--- src/hdl/mlst_pkg.sv ---
// shared types and constants of the mac learning table
package mlst_pkg;

  localparam int MAC_W  = 48;
  localparam int PORT_W = 4;
  localparam int CMD_W  = 2;
  localparam int ACT_W  = 2;

  localparam logic [CMD_W-1:0] CMD_FRAME  = 2'd0;
  localparam logic [CMD_W-1:0] CMD_DELETE = 2'd1;
  localparam logic [CMD_W-1:0] CMD_CLEAR  = 2'd2;

  localparam logic [ACT_W-1:0] ACT_FLOOD   = 2'd0;
  localparam logic [ACT_W-1:0] ACT_UNICAST = 2'd1;
  localparam logic [ACT_W-1:0] ACT_NONE    = 2'd2;

  localparam logic [MAC_W-1:0] MAC_BCAST = {MAC_W{1'b1}};

  // request held by the top level and seen by every cell
  typedef struct packed {
    logic [CMD_W-1:0]  cmd;
    logic [MAC_W-1:0]  key;        // source mac of a frame, key of a delete
    logic [MAC_W-1:0]  dst;
    logic [PORT_W-1:0] port;
    logic              dst_bcast;
    logic              dst_is_src;
  } req_t;

  // status handed from cell to cell along with the token
  typedef struct packed {
    logic              src_hit;
    logic              reserved;
    logic              dst_hit;
    logic [PORT_W-1:0] dst_port;
    logic              changed;
  } flags_t;

  // end of scan, broadcast to all cells
  typedef struct packed {
    logic fin;
    logic commit;
  } ctl_t;

endpackage

--- src/hdl/mlst_cell.sv ---
// one table entry with its compare logic and token stage
module mlst_cell (
  input  logic            clk,
  input  logic            rst_n,
  input  mlst_pkg::req_t   req,
  input  mlst_pkg::ctl_t   ctl,
  input  logic            tok_i,
  input  mlst_pkg::flags_t flg_i,
  output logic            tok_o,
  output mlst_pkg::flags_t flg_o
);

  logic                      valid_r, valid_nxt;
  logic                      pend_r, pend_nxt;
  logic [mlst_pkg::MAC_W-1:0]  mac_r, mac_nxt;
  logic [mlst_pkg::PORT_W-1:0] port_r, port_nxt;
  logic                      tok_r;
  mlst_pkg::flags_t          flg_r, flg_nxt;
  logic                      key_match;
  logic                      dst_match;

  assign key_match = valid_r && (mac_r == req.key);
  assign dst_match = valid_r && (mac_r == req.dst);

  always_comb begin
    valid_nxt = valid_r;
    pend_nxt  = pend_r;
    mac_nxt   = mac_r;
    port_nxt  = port_r;
    flg_nxt   = flg_i;
    if (tok_i) begin
      case (req.cmd)
        mlst_pkg::CMD_FRAME: begin
          if (key_match) begin
            flg_nxt.src_hit = 1'b1;
            if (port_r != req.port) begin
              port_nxt        = req.port;
              flg_nxt.changed = 1'b1;
            end
          end
          if (dst_match) begin
            flg_nxt.dst_hit  = 1'b1;
            flg_nxt.dst_port = port_r;
          end
          // lowest free slot takes the source tentatively
          if (!valid_r && !flg_i.reserved && !flg_i.src_hit) begin
            pend_nxt         = 1'b1;
            mac_nxt          = req.key;
            port_nxt         = req.port;
            flg_nxt.reserved = 1'b1;
          end
        end
        mlst_pkg::CMD_DELETE: begin
          if (key_match) begin
            valid_nxt       = 1'b0;
            flg_nxt.changed = 1'b1;
          end
        end
        mlst_pkg::CMD_CLEAR: begin
          if (valid_r) begin
            valid_nxt       = 1'b0;
            flg_nxt.changed = 1'b1;
          end
        end
        default: begin
        end
      endcase
    end
    if (ctl.fin) begin
      pend_nxt = 1'b0;
      if (pend_r && ctl.commit) begin
        valid_nxt = 1'b1;
      end
    end
  end

  always_ff @(posedge clk) begin
    if (!rst_n) begin
      valid_r <= 1'b0;
      pend_r  <= 1'b0;
      tok_r   <= 1'b0;
    end else begin
      valid_r <= valid_nxt;
      pend_r  <= pend_nxt;
      tok_r   <= tok_i;
    end
  end

  always_ff @(posedge clk) begin
    mac_r  <= mac_nxt;
    port_r <= port_nxt;
    flg_r  <= flg_nxt;
  end

  assign tok_o = tok_r;
  assign flg_o = flg_r;

endmodule

--- config.mk ---
export PLATFORM = sky130hd
export DESIGN_NAME = mlst_cell
export DESIGN_NICKNAME = d
export VERILOG_FILES = /design/src/hdl/mlst_pkg.sv /design/src/hdl/mlst_cell.sv
export SDC_FILE = /design/constraint.sdc
export NUM_CORES = 1
export LEC_CHECK = 0
export ABC_AREA = 1
export BUFFER_PORTS_ARGS = -buffer_cell sky130_fd_sc_hd__buf_2
export CORE_MARGIN = 4
export CORE_UTILIZATION = 45
export CTS_BUF_LIST = sky130_fd_sc_hd__clkbuf_16
export DETAILED_ROUTE_END_ITERATION = 10
export PLACE_DENSITY = 0.71
export REMOVE_ABC_BUFFERS = 1
export SLEW_MARGIN = 20
export SYNTH_ARGS = -nofsm -noshare
export SYNTH_HDL_FRONTEND = slang
export SYNTH_SLANG_ARGS = --single-unit
--- constraint.sdc ---
create_clock -name clk -period 3 [get_ports clk]
set_input_delay 0.3 -clock clk [delete_from_list [all_inputs] [get_ports clk]]
set_output_delay 0.3 -clock clk [all_outputs]
set_load 0.01 [all_outputs]
# Word-level counts from Yosys, hierarchy flattened
# Cells that the tools add are included.
totals:
  register_bits: 63
  word_cells: 48
op_classes:
  n_eq_ne: 5
  n_reduce_logical: 14
  bitwise: 1
  n_mux: 18
ops:
  columns: ["cell", "n"]
  rows:
  - ["48-bit equality test", 2]
  - ["4-bit two-way mux", 3]
  - ["1-bit two-way mux", 10]
  - ["8-bit two-way mux", 1]
  - ["7-bit two-way mux", 1]
  - ["1-bit logical AND", 5]
  - ["5-bit two-way mux", 1]
  - ["4-bit != test", 1]
  - ["4-bit AND reduction", 1]
  - ["2-bit nonzero test", 2]
  - ["1-bit zero test", 3]
  - ["1-bit one-hot mux with 3 select lines", 1]
  - ["3-bit AND reduction", 1]
  - ["2-bit by 1-bit equality test with 1-bit output, second input constant", 1]
  - ["2-bit equality test, second input constant", 1]
  - ["2-bit zero test", 1]
  - ["1-bit one-hot mux with 2 select lines", 1]
  - ["2-bit OR reduction", 1]
  - ["1-bit inverter", 1]

# Longest topological paths before layout
# Gate-level depths: netlist (run 1).
depth:
  ltp_word: 7
  depth_mapped: 14

# Worst setup path before layout (run 1)
# Ideal clock, no wire load.
synth_path:
  kind: "input to register"
  startpoint: "input port req[102] (netlist bit)"
  endpoint: "register mac_r[0] (netlist bit) (enable)"
  setup_slack_ns: 0.922
  stages: 6
  arrival_ns: 1.674
  required_time_ns: 2.597
  path_cell_list: "inv_1 ha_1 nand2_1 inv_1 nand2_1 inv_1"
synth_via:
  elab_chain_len: 2
synth_lines:
  columns: ["item", "line_no", "rtl"]
  rows:
  - ["from (decl)", "mlst_cell.sv:5", "input mlst_pkg::req_t req,"]
  - ["2-bit zero test", "mlst_cell.sv:32", "case (req.cmd)"]
  - ["3-bit AND reduction (no source line)", null, null]
  - ["to (signal assigned)", "mlst_cell.sv:90", "mac_r <= mac_nxt;"]
  - ["to (decl)", "mlst_cell.sv:15", "logic [mlst_pkg::MAC_W-1:0] mac_r, mac_nxt;"]
# No other way between the ends.
# A chain may end at the register's enable or synchronous reset.

# Worst setup path in the final report (run 1)
layout_path:
  startpoint: "register mac_r[11] (netlist bit)"
  endpoint: "register port_r[0] (netlist bit) (enable)"
layout_via:
  elab_chain_len: 4
layout_lines:
  columns: ["item", "line_no", "rtl"]
  rows:
  - ["48-bit equality test", "mlst_cell.sv:22", "assign key_match = valid_r && (mac_r == req.key);"]
  - ["1-bit logical AND", "mlst_cell.sv:22", null]
  - ["2-bit nonzero test (no source line)", null, null]
  - ["4-bit AND reduction (no source line)", null, null]
  - ["to (signal assigned)", "mlst_cell.sv:91", "port_r <= port_nxt;"]
  - ["to (decl)", "mlst_cell.sv:16", "logic [mlst_pkg::PORT_W-1:0] port_r, port_nxt;"]
# No other way between the ends.

==> impl_metrics.tcl, run 1 <==
set metrics [dict create \
    totalNegativeSetupSlack_ns 0 \
    grt.total_usage_pct 18.3 \
    max-vdd-ir-drop_mv 0.272 \
    grt_max_degree 51 \
    overall_power_after_layout_mw 2.24 \
    outcome "completed" \
    diodes 0 \
    floorplan.io_pins 126 \
    clock_insertion_delay_at_the_later_pin_of_the_skew_report_ns 0.32 \
    cts_hold_buf 0 \
    worst_r2r_startpoint "mac_r[11]$_DFFE_PP_" \
    die_width_microns 96.3 \
    cts_num_sinks 63 \
    fraction_of_layout_cells_with_a_size_suffix_above_1_pct 26.6 \
    detail_route.vias_per_cell 4.50 \
    drt.antenna.violating_nets 0 \
    critical_path_s_largest_stage_delay_ns 0.51 \
    synth-compound-area-share_pct 2.96 \
    timing.final.crit_share_pct 71.7 \
    core_sq_mm 0.00741 \
    core.rowCount 31 \
    drt-initial-drc-count 123 \
    routabilityCongestion 0.826 \
    cts_tree "built" \
    power_leakage_nw 2.20 \
    post_cts.repair.setup_buffers 0 \
    cp.arrival_ns 2.11 \
    cts_buffer_depth 2 \
    cp_num_buf_inv 0 \
    syn_avg_cell_area_sq_um 8.65 \
    wirelength_microns 8230 \
    synth.distinct_cells 23 \
    drt_pass1_iterations 4 \
    synth.area.mux_share_pct 0 \
    antenna_found_initial 0 \
    post_synth_xor_area_fraction_pct 15.2 \
    yosys_warnings 0 \
    gr-total-overflow 0 \
    rsz_0062_raised_after_global_routing "no" \
    design.die.area_sq_mm 0.00928 \
    clock.fmax_ghz 0.465 \
    cp_startpoint_kind "flop" \
    crit_path_top_delay_cell "sky130_fd_sc_hd__o21ai_0" \
    dr_total_vias 2897 \
    critical-path-top-delay-family "simple AND/OR/NAND/NOR gates" \
    cellPowerDensity_mw_per_mm2 491 \
    die_height_microns 96.3 \
    ys_seq_elements 63 \
    worst_pin_slew_ns 0.848 \
    synthCells 406 \
    worstPathMaxFanout 4 \
    post-route-drc-count 0 \
    setup.worst_path.end_class "flop" \
    cts_buffers 9 \
    post_synth_fa_ha_maj_area_fraction_pct 1.43 \
    fin_crit_ns 2.15 \
    clock-skew-final_ns 0.00457 \
    initial_core_util_pct 47.4 \
    number_of_global_route_vias_before_repair 2903 \
    fillers 655 \
    grt_first_pass_wirelength_microns 12700 \
    clk_pin_slew_worst_paths_ns 0.06 \
    crit_path_start "mac_r[11]$_DFFE_PP_" \
    syn_to_final_growth_pct 29.7 \
    most_frequent_cells_in_the_layout "sky130_fd_sc_hd__buf_2 (123), sky130_fd_sc_hd__nand2_1 (117), sky130_fd_sc_hd__inv_1 (68), sky130_fd_sc_hd__edfxtp_1 (52), sky130_fd_sc_hd__nor2_1 (49)" \
    relSlewSlack_pct 43.4 \
    dpl.hpwl_microns 6660 \
    cts.repair.resized 0 \
    holdCritStartpoint "ctl[1]" \
    mapped_cell_area_sq_mm 0.00351 \
    worstHoldPathType "input port to flop" \
    drv_slew 0 \
    synthSimpleGateAreaFrac_pct 22.4 \
    most_frequent_standard_cell_in_the_layout_excluding_fill_and_tap_cells "sky130_fd_sc_hd__buf_2" \
    placement.io_buffers 123 \
    clock_tree.htree_level_count 3 \
    setup_viol_count_final 0 \
    synth_sequential_area_ratio_pct 50.7 \
    max_capacitance_violation_count 0 \
    routedWlPerCell_microns 12.8 \
    path_class "flop to flop" \
    nets 661 \
    hold_viol_final 0 \
    combinational_family_with_the_most_area_after_synthesis "simple AND/OR/NAND/NOR gates" \
    ctsRootBufferMaster "sky130_fd_sc_hd__clkbuf_16" \
    worstPathCellList "xnor2_1 > nand2_1 > nor2_1 > nand2_1 > nor2_1 > nand4_1 > o21ai_0" \
    worst-endpoint-required_ns 2.96 \
]
[synthesized netlist by cell type, drive strengths merged]
cell type    n  share of area [%]
xnor2       44                 11
nand3        8                1.1
nor2        52                5.8
o22ai        3               0.53
o21ai        5               0.71
or2          1               0.18
nor4         5               0.89
inv         68                7.3
nand2      118                 13
ha           4                1.4
xor2        17                4.2
a21oi        3               0.53
a22o         2               0.50
o21bai       1               0.21
edfxtp      52                 44
a221oi       1               0.25
nand4        8                1.4
nor3         2               0.29
dfxtp       11                6.3
a211oi       1               0.21
[registers in the layout (all words and copies together), names as in the netlist]
register and flops:
pend_r 1, mac_r 48, port_r 4, flg_o 8, tok_o 1, valid_r 1
[area by class of cell]
cell class / instances / area, sq um / share of cell area (%)
Tap cell: 99 / 124 / 2.72
Inverter: 68 / 256 / 5.63
Timing Repair Buffer: 123 / 616 / 13.5
Multi-Input combinational cell: 275 / 1470 / 32.4
Clock inverter: 5 / 26.3 / 0.577
Sequential cell: 63 / 1780 / 39.1
Clock buffer: 11 / 275 / 6.05
[cells by family after synthesis]
family	after synthesis
buffers and inverters	68
adder cells (fa/ha/maj)	4
XOR/XNOR	61
AO/OA/AOI/OAI	16
flip-flops	63
AND/OR/NAND/NOR	194
[power breakdown]
group          switching (mW)  internal, mW  leakage (nW)
Sequential             0.0124         0.970         0.562
Combinational           0.118         0.121          1.48
Clock                   0.363         0.654         0.158
[path summary, 6_finish.rpt]
path	to	slack (ns)	cells past startpoint
worst max-delay path	port_r[0]$_DFFE_PP_	0.85	7
worst min-delay path	pend_r$_SDFFE_PP0P_	0.15	2
worst max register to register	port_r[0]$_DFFE_PP_	0.85	7
worst min register to register	valid_r$_SDFF_PN0_	0.46	2
[metal layers]
| layer | up-vias | global-route usage, % | share of wire [%] |
|---|---|---|---|
| met5 | - | 0 | 0 |
| met4 | 0 | 7.36 | 1.2 |
| met3 | 8 | 3.83 | 6.3 |
| li1 | 1545 | - | - |
| met1 | 1269 | 22.2 | 43 |
| met2 | 75 | 31.7 | 49 |
[stage by stage]
| stage | instances | hold slack [ns] | setup slack, ns | utilization (%) | instance area, sq um |
|---|---|---|---|---|---|
| floorplan | 406 | 0.372 | 0.922 | - | 3510 |
| global placement | 628 | 0.454 | 0.891 | 57.4 | 4250 |
| detailed placement | 628 | 0.458 | 0.832 | 57.4 | 4250 |
| CTS | 644 | 0.140 | 0.810 | 61.4 | 4550 |
| global route | 644 | 0.152 | 0.669 | 61.5 | 4550 |
| finish | 644 | 0.150 | 0.849 | 61.5 | 4550 |
(Power assumes the default switching activity.)
==> inputs of run 2 (changes only) <==
Clock period 3 ns to 2.1 ns, I/O delays scaled along.
==> run 2 against run 1 <==
Net effect: via count grew 1.4%; largest power group unchanged; critical path depth rose by 3; highest routed layer unchanged; fmax increased by 14%.
==> impl_metrics.tcl, run 2 (synthesis gave the netlist of run 1 again) <==
set metrics [dict create \
    outcome "completed" \
    routedWlPerCell_microns 13.0 \
    clock_tree.htree_level_count 3 \
    post-route-util_pct 62.0 \
    power_leakage_nw 2.22 \
    dpl.hpwl_microns 6720 \
    clk_pin_slew_worst_paths_ns 0.06 \
    drt_pass1_iterations 4 \
    fraction_of_layout_cells_with_a_size_suffix_above_1_pct 26.5 \
    cts_tree "built" \
    post_cts.repair.setup_buffers 0 \
    max_capacitance_violation_count 0 \
    cts_hold_buf 0 \
    die_height_microns 96.3 \
    fillers 676 \
    die_width_microns 96.3 \
    setup_viol_count_final 0 \
    dr_total_vias 2939 \
    clock.fmax_ghz 0.532 \
    hold_viol_final 0 \
    number_of_global_route_vias_before_repair 2883 \
    grt_first_pass_wirelength_microns 12800 \
    nets 664 \
    cellPowerDensity_mw_per_mm2 694 \
    clock_insertion_delay_at_the_later_pin_of_the_skew_report_ns 0.32 \
    worst_pin_slew_ns 0.295 \
    placement.io_buffers 123 \
    top_register "mac_r" \
    worstPathMaxFanout 4 \
    setup.worst_path.end_class "flop" \
    grt_max_degree 25 \
    syn_to_final_growth_pct 30.8 \
    max-vdd-ir-drop_mv 0.389 \
    cp_startpoint_kind "flop" \
    design.die.area_sq_mm 0.00928 \
    worstHoldPathType "input port to flop" \
    relSlewSlack_pct 80.3 \
    most_frequent_standard_cell_in_the_layout_excluding_fill_and_tap_cells "sky130_fd_sc_hd__buf_2" \
    worst-endpoint-required_ns 2.14 \
    initial_core_util_pct 47.4 \
    detail_route.vias_per_cell 4.54 \
    cts_buffers 9 \
    path_class "flop to flop" \
    drt.antenna.violating_nets 0 \
    post-route-drc-count 0 \
    cts_num_sinks 63 \
    gr-total-overflow 0 \
    largest_register_ffs 48 \
    timing.final.crit_share_pct 89.5 \
    rsz_0062_raised_after_global_routing "no" \
    antenna_found_initial 0 \
    cts_buffer_depth 2 \
    clock-skew-final_ns 0.00647 \
    drt-initial-drc-count 128 \
    ctsRootBufferMaster "sky130_fd_sc_hd__clkbuf_16" \
    routabilityCongestion 0.824 \
    floorplan.io_pins 126 \
    core.rowCount 31 \
    diodes 0 \
    grt.total_usage_pct 18.4 \
    fin_crit_ns 1.88 \
    drv_slew 0 \
    cp.arrival_ns 1.92 \
    totalNegativeSetupSlack_ns 0 \
    wirelength_microns 8410 \
    core_sq_mm 0.00741 \
    most_frequent_cells_in_the_layout "sky130_fd_sc_hd__buf_2 (123), sky130_fd_sc_hd__nand2_1 (117), sky130_fd_sc_hd__inv_1 (69), sky130_fd_sc_hd__edfxtp_1 (52), sky130_fd_sc_hd__nor2_1 (49)" \
]
-- run 2: changes by cell type in the layout (fill, tap and decap cells not counted) --
cell / delta
sky130_fd_sc_hd__clkinv_1: +2
sky130_fd_sc_hd__buf_4: +1
sky130_fd_sc_hd__inv_1: +1
sky130_fd_sc_hd__buf_12: +2
sky130_fd_sc_hd__inv_2: +1
sky130_fd_sc_hd__inv_4: -2
sky130_fd_sc_hd__o21ai_1: +1
sky130_fd_sc_hd__o21ai_0: -1
sky130_fd_sc_hd__clkinv_2: -2
-- run 2: metrics by stage --
| stage | setup WS (ns) | cell area, sq um | total power [mW] | cells | hold WS (ns) |
|---|---|---|---|---|---|
| floorplan | 0.112 | 3510 | 1.59 | 406 | 0.282 |
| detailed placement | 0.181 | 4300 | 1.77 | 631 | 0.396 |
| global route | 0.0221 | 4590 | 3.32 | 647 | 0.0701 |
| finish | 0.220 | 4590 | 3.19 | 647 | 0.0629 |
| CTS | 0.169 | 4590 | 3.22 | 647 | 0.0548 |
| global placement | 0.210 | 4300 | 1.76 | 631 | 0.388 |
-- run 2: layout make-up --
class                           count  area (sq um)  share of cell area [%]
Clock buffer                       11           275                    5.99
Clock inverter                      5          20.0                   0.436
Inverter                           68           255                    5.56
Multi-Input combinational cell    275          1470                    32.1
Sequential cell                    63          1780                    38.8
Tap cell                           99           124                    2.70
Timing Repair Buffer              126           663                    14.4
-- run 2: final timing paths --
| kind | start | endpoint | slack, ns | cells after the start |
|---|---|---|---|---|
| min | ctl[1] | pend_r$_SDFFE_PP0P_ | 0.06 | 2 |
| min reg2reg | pend_r$_SDFFE_PP0P_ | valid_r$_SDFF_PN0_ | 0.47 | 2 |
| max reg2reg | mac_r[42]$_DFFE_PP_ | port_r[2]$_DFFE_PP_ | 0.22 | 10 |
| max | mac_r[42]$_DFFE_PP_ | port_r[2]$_DFFE_PP_ | 0.22 | 10 |
-- run 2: what timing repair did --
action / CTS / global route
hold endpoints to repair: 0 / 0
endpoints found under the setup margin: 0 / 4
gates resized for setup: 0 / 1
-- run 2: per-layer routing --
layer	share of wire [%]	track usage [%]
met5	0	0
met1	42	22.5
met3	6.8	3.99
met2	50	31.6
met4	1.7	7.36
-- run 2: power by group --
group / switching [mW] / total, mW / internal (mW)
combinational: 0.171 / 0.346 / 0.175
clock: 0.515 / 1.44 / 0.923
sequential: 0.0179 / 1.40 / 1.39
-- run 2: worst max-delay path, cell delays in order, from the launching register on --
cell and delay, ns:
sky130_fd_sc_hd__edfxtp_1 0.41, sky130_fd_sc_hd__nor2_1 0.12, sky130_fd_sc_hd__nor2_1 0.05, sky130_fd_sc_hd__nor2_1 0.12
sky130_fd_sc_hd__nand2_1 0.12, sky130_fd_sc_hd__nor2_1 0.10, sky130_fd_sc_hd__nand2_1 0.06, sky130_fd_sc_hd__nor2_2 0.17
sky130_fd_sc_hd__nand4_1 0.15, sky130_fd_sc_hd__o21ai_1 0.15, sky130_fd_sc_hd__buf_4 0.15
